<file path="src/hdl/xsfu_pkg.sv">
// Shared types and constants for the x86 status flag unit.
// No dependencies; every other file in hdl/ imports this package.
package xsfu_pkg;

  // Operation codes carried on req_type. Codes 14 and 15 are unused.
  typedef enum logic [3:0] {
    OP_ADD  = 4'd0,
    OP_ADC  = 4'd1,
    OP_SUB  = 4'd2,
    OP_INC  = 4'd3,
    OP_DEC  = 4'd4,
    OP_NEG  = 4'd5,
    OP_MUL  = 4'd6,
    OP_IMUL = 4'd7,
    OP_SHL  = 4'd8,
    OP_SHR  = 4'd9,
    OP_AND  = 4'd10,
    OP_OR   = 4'd11,
    OP_XOR  = 4'd12,
    OP_TEST = 4'd13
  } op_t;

  // Update mask bit positions and common mask values.
  localparam int unsigned MaskCf = 0;
  localparam int unsigned MaskPf = 1;
  localparam int unsigned MaskZf = 2;
  localparam int unsigned MaskSf = 3;
  localparam int unsigned MaskOf = 4;

  localparam logic [4:0] MASK_NONE  = 5'h00;
  localparam logic [4:0] MASK_ALL   = 5'h1F;
  localparam logic [4:0] MASK_NO_CF = 5'h1E;
  localparam logic [4:0] MASK_CF_OF = 5'h11;
  localparam logic [4:0] MASK_SHIFT = 5'h0F;

  // Operand widths in bits for byte and word operations.
  localparam logic [4:0] BYTE_BITS = 5'd8;
  localparam logic [4:0] WORD_BITS = 5'd16;

  // One input item as held in the input register.
  typedef struct packed {
    logic [3:0]  req_type;
    logic        word_width;
    logic [15:0] operand_a;
    logic [15:0] operand_b;
    logic        carry_in;
    logic [7:0]  shift_count;
  } item_t;

  // One result item as held in the result register.
  typedef struct packed {
    logic       carry_out;
    logic       parity_even;
    logic       zero_result;
    logic       sign_bit;
    logic       overflow_out;
    logic [4:0] update_mask;
  } flags_t;

endpackage

</file>
<file path="src/hdl/xsfu_in_stage.sv">
// Input register of the x86 status flag unit: captures one item per transfer.
// Depends on xsfu_pkg for item_t.
module xsfu_in_stage import xsfu_pkg::*; (
  input  logic  clk,
  input  logic  rst,
  input  logic  in_valid,
  output logic  in_ready,
  input  item_t in_item,
  output logic  stage_valid,
  input  logic  stage_ready,
  output item_t stage_item
);

  logic  valid;
  item_t item;

  // The register frees up whenever its item moves on in the same cycle.
  assign in_ready = !valid || stage_ready;

  // Valid bit for the held item.
  always_ff @(posedge clk) begin
    if (rst) begin
      valid <= 1'b0;
    end else if (in_ready) begin
      valid <= in_valid;
    end
  end

  // Payload register; loads only on a transfer.
  always_ff @(posedge clk) begin
    if (in_valid && in_ready) begin
      item <= in_item;
    end
  end

  assign stage_valid = valid;
  assign stage_item  = item;

endmodule

</file>
<file path="src/hdl/xsfu_eval.sv">
// Flag evaluation logic of the x86 status flag unit: one operation to CF, PF,
// ZF, SF, OF and the update mask. Purely combinational; depends on xsfu_pkg.
module xsfu_eval import xsfu_pkg::*; (
  input  item_t  item,
  output flags_t flags
);

  logic        wide;
  logic [15:0] vmask;
  logic [15:0] sign;
  logic [15:0] a;
  logic [15:0] b;
  logic [4:0]  bits;
  logic        is_imul;
  logic [16:0] ma;
  logic [16:0] mb;
  logic signed [33:0] prod;
  logic [16:0] sum;
  logic [16:0] diff;
  logic [31:0] shl_full;
  logic [16:0] shr_full;
  logic        shift_big;

  // Operands reduced to the operation width.
  assign wide  = item.word_width;
  assign vmask = wide ? 16'hFFFF : 16'h00FF;
  assign sign  = wide ? 16'h8000 : 16'h0080;
  assign bits  = wide ? WORD_BITS : BYTE_BITS;
  assign a     = item.operand_a & vmask;
  assign b     = item.operand_b & vmask;

  // One shared 17x17 signed multiplier: zero-extended for mul, sign-extended for imul.
  assign is_imul = (op_t'(item.req_type) == OP_IMUL);
  assign ma = wide ? {is_imul & a[15], a} : {{9{is_imul & a[7]}}, a[7:0]};
  assign mb = wide ? {is_imul & b[15], b} : {{9{is_imul & b[7]}}, b[7:0]};
  assign prod = $signed(ma) * $signed(mb);

  // Adder and subtractor; the borrow is in bit 16, the carry in bit 16 for words and bit 8 for bytes.
  assign sum  = {1'b0, a} + {1'b0, b} +
                {16'd0, (op_t'(item.req_type) == OP_ADC) & item.carry_in};
  assign diff = {1'b0, a} - {1'b0, b};

  // Shifters; counts above the width are handled as a separate case.
  assign shift_big = item.shift_count > {3'd0, bits};
  assign shl_full  = {16'd0, a} << item.shift_count[4:0];
  assign shr_full  = {a, 1'b0} >> item.shift_count[4:0];

  always_comb begin
    logic [15:0] r;
    logic        cf;
    logic        of;
    logic [4:0]  m;
    r  = 16'd0;
    cf = 1'b0;
    of = 1'b0;
    m  = MASK_NONE;
    case (op_t'(item.req_type))
      OP_ADD, OP_ADC: begin
        r  = sum[15:0] & vmask;
        cf = wide ? sum[16] : sum[8];
        of = |((a ^ r) & (b ^ r) & sign);
        m  = MASK_ALL;
      end
      OP_SUB: begin
        r  = diff[15:0] & vmask;
        cf = diff[16];
        of = |((a ^ b) & (a ^ r) & sign);
        m  = MASK_ALL;
      end
      OP_INC: begin
        r  = (a + 16'd1) & vmask;
        of = (r == sign);
        m  = MASK_NO_CF;
      end
      OP_DEC: begin
        r  = (a - 16'd1) & vmask;
        of = (a == sign);
        m  = MASK_NO_CF;
      end
      OP_NEG: begin
        r  = (16'd0 - a) & vmask;
        cf = (a != 16'd0);
        of = (a == sign);
        m  = MASK_ALL;
      end
      OP_MUL: begin
        // Upper half of the unsigned product is nonzero.
        cf = wide ? (prod[31:16] != 16'd0) : (prod[15:8] != 8'd0);
        of = cf;
        m  = MASK_CF_OF;
      end
      OP_IMUL: begin
        // Product does not fit the lower half as a sign-extended value.
        cf = wide ? !((prod[31:15] == '0) || (prod[31:15] == '1))
                  : !((prod[15:7] == '0) || (prod[15:7] == '1));
        of = cf;
        m  = MASK_CF_OF;
      end
      OP_SHL: begin
        if (item.shift_count != 8'd0) begin
          if (!shift_big) begin
            r  = shl_full[15:0] & vmask;
            cf = wide ? shl_full[16] : shl_full[8];
          end
          m = MASK_SHIFT;
          if (item.shift_count == 8'd1) begin
            of = (|(r & sign)) ^ cf;
            m  = MASK_ALL;
          end
        end
      end
      OP_SHR: begin
        if (item.shift_count != 8'd0) begin
          if (!shift_big) begin
            r  = shr_full[16:1];
            cf = shr_full[0];
          end
          m = MASK_SHIFT;
          if (item.shift_count == 8'd1) begin
            of = |(a & sign);
            m  = MASK_ALL;
          end
        end
      end
      OP_AND, OP_TEST: begin
        r = a & b;
        m = MASK_ALL;
      end
      OP_OR: begin
        r = a | b;
        m = MASK_ALL;
      end
      OP_XOR: begin
        r = a ^ b;
        m = MASK_ALL;
      end
      default: begin
        m = MASK_NONE;
      end
    endcase

    // Flags that the operation does not write read as zero.
    flags.carry_out    = m[MaskCf] & cf;
    flags.parity_even  = m[MaskPf] & ~(^r[7:0]);
    flags.zero_result  = m[MaskZf] & (r == 16'd0);
    flags.sign_bit     = m[MaskSf] & (|(r & sign));
    flags.overflow_out = m[MaskOf] & of;
    flags.update_mask  = m;
  end

endmodule

</file>
<file path="src/hdl/xsfu_out_stage.sv">
// Result register of the x86 status flag unit: holds one finished result.
// Depends on xsfu_pkg for flags_t.
module xsfu_out_stage import xsfu_pkg::*; (
  input  logic   clk,
  input  logic   rst,
  input  logic   stage_valid,
  output logic   stage_ready,
  input  flags_t stage_flags,
  output logic   out_valid,
  input  logic   out_ready,
  output flags_t out_flags
);

  logic   valid;
  flags_t flags;

  // Take a new result when empty or when the current one transfers now.
  assign stage_ready = !valid || out_ready;

  // Valid bit for the held result.
  always_ff @(posedge clk) begin
    if (rst) begin
      valid <= 1'b0;
    end else if (stage_ready) begin
      valid <= stage_valid;
    end
  end

  // Result payload; holds while the receiver stalls.
  always_ff @(posedge clk) begin
    if (stage_valid && stage_ready) begin
      flags <= stage_flags;
    end
  end

  assign out_valid = valid;
  assign out_flags = flags;

endmodule

</file>
<file path="src/hdl/x86_status_flag_unit_top.sv">
// x86 status flag unit: evaluates 8086 CF, PF, ZF, SF and OF for one ALU
// operation per item, with a mask of the flags the operation writes.
//
// Input channel: in_valid/in_ready with req_type, word_width, operand_a,
// operand_b, carry_in and shift_count. Output channel: out_valid/out_ready
// with carry_out, parity_even, zero_result, sign_bit, overflow_out and
// update_mask. Flags not written by the operation are driven as zero.
//
// An item transferred into the input register has its flags evaluated in one
// pass of logic, and they are loaded into the result register when it can
// take them, and are visible on out_valid once loaded.
// Throughput is one item per cycle while the receiver keeps up, set by the
// single evaluation pass with its one 17x17 multiplier between the two registers.
//
// Reset (rst, synchronous, active high) empties both registers; no other state
// exists. When the receiver stalls, the result holds and the input register
// can still take one more item, so in_ready drops only when both are full.
// Depends on xsfu_pkg, xsfu_in_stage, xsfu_eval and xsfu_out_stage.
module x86_status_flag_unit_top import xsfu_pkg::*; (
  input  logic        clk,
  input  logic        rst,
  input  logic        in_valid,
  output logic        in_ready,
  input  logic [3:0]  req_type,
  input  logic        word_width,
  input  logic [15:0] operand_a,
  input  logic [15:0] operand_b,
  input  logic        carry_in,
  input  logic [7:0]  shift_count,
  output logic        out_valid,
  input  logic        out_ready,
  output logic        carry_out,
  output logic        parity_even,
  output logic        zero_result,
  output logic        sign_bit,
  output logic        overflow_out,
  output logic [4:0]  update_mask
);

  item_t  in_item;
  item_t  stage_item;
  logic   stage_valid;
  logic   stage_ready;
  flags_t stage_flags;
  flags_t out_flags;

  // Gather the input fields into one item.
  assign in_item.req_type    = req_type;
  assign in_item.word_width  = word_width;
  assign in_item.operand_a   = operand_a;
  assign in_item.operand_b   = operand_b;
  assign in_item.carry_in    = carry_in;
  assign in_item.shift_count = shift_count;

  xsfu_in_stage u_in_stage (
    .clk         (clk),
    .rst         (rst),
    .in_valid    (in_valid),
    .in_ready    (in_ready),
    .in_item     (in_item),
    .stage_valid (stage_valid),
    .stage_ready (stage_ready),
    .stage_item  (stage_item)
  );

  xsfu_eval u_eval (
    .item  (stage_item),
    .flags (stage_flags)
  );

  xsfu_out_stage u_out_stage (
    .clk         (clk),
    .rst         (rst),
    .stage_valid (stage_valid),
    .stage_ready (stage_ready),
    .stage_flags (stage_flags),
    .out_valid   (out_valid),
    .out_ready   (out_ready),
    .out_flags   (out_flags)
  );

  // Spread the result onto its output ports.
  assign carry_out    = out_flags.carry_out;
  assign parity_even  = out_flags.parity_even;
  assign zero_result  = out_flags.zero_result;
  assign sign_bit     = out_flags.sign_bit;
  assign overflow_out = out_flags.overflow_out;
  assign update_mask  = out_flags.update_mask;

  // The input side stalls only when both registers are full and the receiver waits.
  a_stall_only_when_full: assert property (@(posedge clk) disable iff (rst)
    !in_ready |-> (out_valid && !out_ready))
    else $error("in_ready low while the result register can drain");

  // An accepted item reaches the result register when the receiver keeps up.
  a_latency: assert property (@(posedge clk) disable iff (rst)
    (in_valid && in_ready) ##1 out_ready |=> out_valid)
    else $error("accepted item did not reach the result register");

  // Flags outside the update mask are never reported as set.
  a_masked_flags: assert property (@(posedge clk) disable iff (rst)
    out_valid |-> ((!carry_out || update_mask[MaskCf]) &&
                   (!parity_even || update_mask[MaskPf]) &&
                   (!zero_result || update_mask[MaskZf]) &&
                   (!sign_bit || update_mask[MaskSf]) &&
                   (!overflow_out || update_mask[MaskOf])))
    else $error("flag set without its update mask bit");

  // Multiplies write CF and OF together, always with the same value.
  a_mul_cf_of: assert property (@(posedge clk) disable iff (rst)
    (out_valid && update_mask == MASK_CF_OF) |-> (carry_out == overflow_out))
    else $error("multiply CF and OF disagree");

endmodule

</file>
<file path="config.mk">
export PLATFORM = sky130hd
export DESIGN_NAME = x86_status_flag_unit_top
export DESIGN_NICKNAME = d
export VERILOG_FILES = /design/src/hdl/xsfu_pkg.sv /design/src/hdl/xsfu_in_stage.sv /design/src/hdl/xsfu_eval.sv /design/src/hdl/xsfu_out_stage.sv /design/src/hdl/x86_status_flag_unit_top.sv
export SDC_FILE = /design/constraint.sdc
export NUM_CORES = 1
export LEC_CHECK = 0
export BUFFER_PORTS_ARGS = -buffer_cell sky130_fd_sc_hd__buf_2
export CORE_MARGIN = 2
export CORE_UTILIZATION = 50
export CTS_BUF_LIST = sky130_fd_sc_hd__clkbuf_16
export DETAILED_ROUTE_END_ITERATION = 16
export GPL_TIMING_DRIVEN = 0
export HOLD_SLACK_MARGIN = 0.03
export PLACE_DENSITY = 0.66
export SLEW_MARGIN = 5
export SYNTH_ARGS = -nofsm -noshare
export SYNTH_HDL_FRONTEND = slang
export SYNTH_SLANG_ARGS = --single-unit
</file>
<file path="constraint.sdc">
create_clock -name clk -period 11.2 [get_ports clk]
set_clock_uncertainty 0.1 [all_clocks]
set_input_delay 1.68 -clock clk [delete_from_list [all_inputs] [get_ports clk]]
set_output_delay 1.68 -clock clk [all_outputs]
set_load 0.02 [all_outputs]
</file>
==> out/summary.txt, run 1 <==
largest net degree at the start of global routing -> 36
Final Slew Violations -> 0
area delta synth->final -> 6.427%
total track usage -> 32.28%
post-CTS setup buffer count -> 0
dpl cell area -> 17890 um^2
clock power share -> 5.5%
Crit Path Max Fanout -> 10
slowest stage cell, crit path -> fa_1
Static Leakage -> 7.358 nW
Clock Sinks -> 56
nets -> 2546
CP endpoint -> u_out_stage.out_flags[5]
total grt overflow -> 0
WL/cell -> 22.47 um
post-layout util -> 53.94%
element type at the critical path end -> register
CTS buffer count -> 5
post-detailed-route count of antenna-violating nets -> 0
CP required -> 11.04 ns
cell area power density -> 209.1 nW/um^2
cell mode on critical path -> fa_1
design area -> 18090 um^2
Synth Flop Type -> edfxtp_1
final hold vios -> 0
final setup violation count -> 0
flop2flop setup slack -> 0.26 ns
peak supply drop -> 0.3497 mV
Tcrit/Tclk final -> 97.64%
Slew @ Worst Pin -> 1.222 ns
Die ar. -> 35480 um^2
first-pass GRT wire length -> 87040 um
cell count of the worst reg-to-reg path -> 29
#FFs+latches synth -> 56
crit path time final -> 10.94 ns
CTS Buffer Depth -> 2
syn_nets -> 2477
outcome -> completed
via count -> 15390
Clock Tree Root -> clkbuf_16
non-filler instance count after layout -> 2528
GPL Wtd Cong -> 0.9872
reg-to-reg startpoint -> u_in_stage.stage_item[44]
share of power burned in registers -> 6.9%
cts-stage hold buffer count -> 0
switching power -> 2.131 mW
Crit path largest cell delay -> 0.58 ns
vias in the first global route -> 15120
Syn Area/Cell -> 8.459 um^2
cell row count -> 67
Seq/Total Area, Yosys -> 9.777%
setup_tns -> 0 ns
Async S/R FF share, synth -> 0%
WHS -> 0.4109 ns
RSZ-0062 raised after global routing -> no
input/output buffers -> 61
Setup CP Type -> register to register
Cells after Synth -> 2009
initial antenna violation count -> 2
CP startpoint kind -> register
core area -> 33530 um^2
Distinct cells, synth -> 84
Ys Warns -> 0
share of cells above drive strength 1 -> 5.580%
max_slew headroom -> 17.97%
Die H -> 188.4 um
CTS tree -> done
Inst Count DP -> 2519
CP Launch Point -> u_in_stage.stage_item[44]
Switching Share -> 56.34%
HP Class -> register to register
synthesized cell area -> 17000 um^2
Crit Reg-Reg Endpoint -> u_out_stage.out_flags[5]
Max Fclk -> 91.44 MHz
First-pass DRT Iterations -> 7
Die Wd -> 188.4 um
FILL cells -> 3218
Worst-path clk slew -> 0.07 ns
Post-synth EDFFs -> 54
drt via density -> 6.088
Max-cap violations -> 0
internal power -> 1.652 mW
# IOs -> 62
Initial Util -> 50.68%
Gate power share -> 87.6%
Worst EP arrival -> 10.78 ns
H-tree Lvls -> 2
DP Wirelength -> 47480 um
insertion delay to the later sink of the worst-skew pair -> 0.32 ns
aggregate routed wire length -> 56810 um
1st-iter DRT viols -> 1653
DRC viols -> 0
-- cell usage after synthesis (18+ instances only) --
library cell | number | area [um^2]
ha_1 | 134 | 1677
fa_1 | 284 | 5685
nand3_1 | 30 | 150.1
nand2_1 | 233 | 874.6
o21ai_0 | 72 | 360.4
xnor2_1 | 53 | 464.2
and2_1 | 25 | 156.4
mux2i_1 | 26 | 260.3
edfxtp_1 | 54 | 1622
inv_1 | 280 | 1051
nor4_1 | 20 | 125.1
nor3_1 | 46 | 230.2
clkbuf_1 | 84 | 315.3
nand4_1 | 18 | 112.6
xor2_1 | 19 | 166.4
nor2_1 | 224 | 840.8
a21oi_1 | 87 | 435.4
-- stage by stage --
step | setup slack, ns | power [mW]
detailed placement | 0.1707 | 3.497
global placement | 0.1804 | 3.442
CTS | 0.1243 | 3.726
finish | 0.2640 | 3.782
global route | 0.006474 | 4.175
floorplan | 3.039 | 2.761
-- layout by cell type (no fill, tap or decap), types with 8 or more instances in the layout --
| cell | instances |
|---|---|
| a2111oi_0 | 10 |
| o211ai_1 | 13 |
| fa_1 | 284 |
| a31oi_1 | 17 |
| clkbuf_1 | 82 |
| xor2_1 | 19 |
| buf_1 | 11 |
| xnor2_1 | 53 |
| or3_1 | 8 |
| nor2b_1 | 15 |
| edfxtp_1 | 54 |
| o21ai_0 | 72 |
| nand4_1 | 18 |
| or4_1 | 8 |
| nand3_1 | 30 |
| ha_1 | 134 |
| nor4_1 | 20 |
| and2_1 | 24 |
| a211oi_1 | 9 |
| nor3_1 | 45 |
| and3_1 | 9 |
| a21oi_1 | 87 |
| a221oi_1 | 10 |
| o21ai_1 | 13 |
| inv_1 | 281 |
| nand2b_1 | 15 |
| o21a_1 | 16 |
| nor2_1 | 224 |
| o21bai_1 | 11 |
| mux2i_1 | 26 |
| nand2_1 | 233 |
| a21o_1 | 17 |
| o22ai_1 | 12 |
| buf_2 | 65 |
-- sequential cells by signal (all words and copies together), names as in the netlist --
name,cells
u_in_stage.stage_item,46
u_out_stage.out_flags,8
u_out_stage.out_valid,1
u_in_stage.stage_valid,1
-- power by group through the flow --
stage | Combinational [mW] | Sequential [mW] | Clock (mW)
2_1_floorplan | 2.50 | 0.261 | 0
3_3_place_gp | 3.18 | 0.264 | 0
3_5_place_dp | 3.23 | 0.264 | 0
4_1_cts | 3.25 | 0.259 | 0.212
5_1_grt | 3.69 | 0.261 | 0.220
6_report | 3.31 | 0.260 | 0.209
-- area by class of cell --
cell class                      instances  area, um^2  share of cell area (%)
Multi-Input combinational cell       1563       13850                   76.59
Sequential cell                        56        1662                   9.187
Inverter                              286        1074                   5.935
Tap cell                              448       560.5                   3.099
Buffer                                104       421.7                   2.331
Timing Repair Buffer                   62       325.3                   1.799
Clock buffer                            5       125.1                  0.6918
Clock inverter                          3       63.81                  0.3528
Antenna cell                            1       2.502                 0.01384
-- worst max-delay path: cells and delay by family, from the launching register on --
family | cells | cell delay (ns)
flops | 1 | 0.36
buf+inv | 6 | 1.35
compound gates | 7 | 2.75
fa+ha+maj | 7 | 3.44
simple gates | 9 | 2.58
-- timing repair --
item                                    4_1_cts  5_1_grt
endpoints found under the setup margin        0        2
hold endpoints to repair                      0        0
gates resized for setup                       0        6
-- worst min-delay path by stage --
stage | cells past startpoint | startpoint | slack [ns] | to
floorplan | 2 | u_in_stage.stage_valid | 0.38 | u_out_stage.out_valid
global placement | 2 | u_in_stage.stage_valid | 0.39 | u_out_stage.out_valid
detailed placement | 2 | u_in_stage.stage_valid | 0.41 | u_out_stage.out_valid
CTS | 2 | u_in_stage.stage_valid | 0.41 | u_out_stage.out_valid
global route | 2 | u_in_stage.stage_valid | 0.44 | u_out_stage.out_valid
finish | 2 | u_in_stage.stage_valid | 0.41 | u_out_stage.out_valid
-- cells by family (layout without fill, tap and decap cells) --
group | count (synthesis) | count (layout) | share of synthesized area (%)
simple gates | 678 | 678 | 18.02
fa+ha+maj | 418 | 418 | 43.32
buf+inv | 390 | 460 | 8.776
compound gates | 361 | 361 | 14.07
xor+xnor | 72 | 72 | 3.711
flops | 56 | 56 | 9.777
mux | 34 | 34 | 2.326
other cells | 0 | 1 | 0
-- per-layer routing --
layer	vias up	share of wire [%]	routed length, um	global-route usage, %
met3	141	11	6452	8.437
met1	7599	42	24090	46.69
li1	6797	-	-	-
met2	850	42	24030	47.46
met5	-	0.049	28	0
met4	4	3.9	2199	10.07
Note: power is estimated with default switching activity, not from simulation.
==> run 2: changes to the inputs <==
--- a/config.mk
+++ b/config.mk
@@ -6,13 +6,14 @@
 export NUM_CORES = 1
 export LEC_CHECK = 0
 export BUFFER_PORTS_ARGS = -buffer_cell sky130_fd_sc_hd__buf_2
-export CORE_MARGIN = 2
-export CORE_UTILIZATION = 50
+export CELL_PAD_IN_SITES_DETAIL_PLACEMENT = 2
+export CELL_PAD_IN_SITES_GLOBAL_PLACEMENT = 2
+export CORE_UTILIZATION = 30
 export CTS_BUF_LIST = sky130_fd_sc_hd__clkbuf_16
 export DETAILED_ROUTE_END_ITERATION = 16
 export GPL_TIMING_DRIVEN = 0
 export HOLD_SLACK_MARGIN = 0.03
-export PLACE_DENSITY = 0.66
+export PLACE_DENSITY = 0.64
 export SLEW_MARGIN = 5
 export SYNTH_ARGS = -nofsm -noshare
 export SYNTH_HDL_FRONTEND = slang
==> out/summary.txt, run 2 (synthesis results as in run 1) <==
outcome -> completed
input/output buffers -> 61
Die H -> 240.0 um
Max-cap violations -> 0
Die ar. -> 57600 um^2
cell row count -> 86
CP required -> 11.12 ns
RSZ-0062 raised after global routing -> no
largest net degree at the start of global routing -> 28
first-pass GRT wire length -> 107300 um
most frequent cells in the layout -> 284 x fa_1, 280 x inv_1, 233 x nand2_1
dpl cell area -> 18280 um^2
HP Class -> register to register
Final Slew Violations -> 0
via count -> 15160
final hold vios -> 0
crit path time final -> 10.82 ns
Crit Path Max Fanout -> 10
flop2flop setup slack -> 0.38 ns
Clock Sinks -> 56
drt via density -> 5.363
H-tree Lvls -> 2
CP startpoint kind -> register
share of cells above drive strength 1 -> 5.823%
flip-flop count of the largest register after layout -> 46
overall power -> 3.936 mW
cell area power density -> 213.4 nW/um^2
WL/cell -> 24.85 um
total track usage -> 25.11%
Inst Count DP -> 2820
Initial Util -> 30.61%
Place WS -> -0.5169 ns
non-filler instance count after layout -> 2826
setup ws final -> 0.3756 ns
Crit path largest cell delay -> 0.56 ns
Static Leakage -> 7.346 nW
Worst-path clk slew -> 0.10 ns
nets -> 2545
cell mode on critical path -> fa_1
Setup CP Type -> register to register
Die Wd -> 240.0 um
Worst EP arrival -> 10.75 ns
DRC viols -> 0
post-CTS setup buffer count -> 0
# IOs -> 62
Ant. Diodes -> 0
multi-input logic area -> 13860 um^2
max_slew headroom -> 8.543%
core area -> 55520 um^2
CTS buffer count -> 5
DP Wirelength -> 60420 um
Clock Tree Root -> clkbuf_16
Tcrit/Tclk final -> 96.65%
most common cell after layout, fill and taps aside -> fa_1
First-pass DRT Iterations -> 5
FILL cells -> 6442
GPL Wtd Cong -> 0.9053
slowest stage cell, crit path -> fa_1
initial antenna violation count -> 3
Slew @ Worst Pin -> 1.363 ns
aggregate routed wire length -> 70220 um
total grt overflow -> 0
final setup violation count -> 0
CTS tree -> done
CP top delay family -> adder cells
1st-iter DRT viols -> 723
peak supply drop -> 0.2576 mV
Sequential Area -> 1662 um^2
Max Fclk -> 92.38 MHz
element type at the critical path end -> register
insertion delay to the later sink of the worst-skew pair -> 0.35 ns
area delta synth->final -> 8.525%
design area -> 18440 um^2
CTS Buffer Depth -> 2
vias in the first global route -> 16850
buffer and inverter count on the worst path -> 7
post-detailed-route count of antenna-violating nets -> 0
==> run 2: repair_timing <==
item	in CTS	in global routing
endpoints found under the setup margin	2	2
cloned	0	0
resized for setup	3	7
pin swaps	0	0
hold buffers	0	0
==> run 2: through the flow <==
step	hold WS (ns)	setup TNS [ns]	utilization (%)
floorplan	0.3778	0	-
global placement	0.3920	-0.6656	32.84
detailed placement	0.4413	-0.9771	32.92
CTS	0.4643	0	33.22
global route	0.4886	0	33.22
finish	0.4589	0	33.22
==> run 2: final cells by class <==
cell class                      instances  area share, %
Multi-Input combinational cell       1563          75.16
Sequential cell                        56          9.009
Inverter                              286          5.821
Tap cell                              748          5.074
Buffer                                102          2.279
Timing Repair Buffer                   63          1.825
Clock buffer                            5         0.6784
Clock inverter                          3         0.1560
==> run 2: worst paths after layout <==
kind                            cells past startpoint                  endpoint                 startpoint
worst min register to register                      2    u_in_stage.stage_valid     u_in_stage.stage_valid
worst min-delay path                                2    u_in_stage.stage_valid     u_in_stage.stage_valid
worst max register to register                     30  u_out_stage.out_flags[9]  u_in_stage.stage_item[44]
worst max-delay path                               30  u_out_stage.out_flags[9]  u_in_stage.stage_item[44]
==> run 2: worst min-delay path, stage by stage, from the launching register on <==
cell	delay, ns
dfxtp_1	0.35
a21oi_1	0.13
nor2_1	0.05
==> run 2: layer usage <==
| layer | GRT usage, % | part of all wire (%) |
|---|---|---|
| met1 | 34.21 | 46 |
| met2 | 43.87 | 50 |
| met3 | 1.630 | 2.4 |
| met4 | 4.594 | 1.5 |
| met5 | 0 | 0.017 |
==> run 2: report_power, final <==
part	switching [mW]	leakage, nW	internal, mW
Combinational	2.18	6.73	1.31
Clock	0.100	0.0767	0.0870
Sequential	0.0164	0.540	0.246
Total	2.29	7.35	1.64
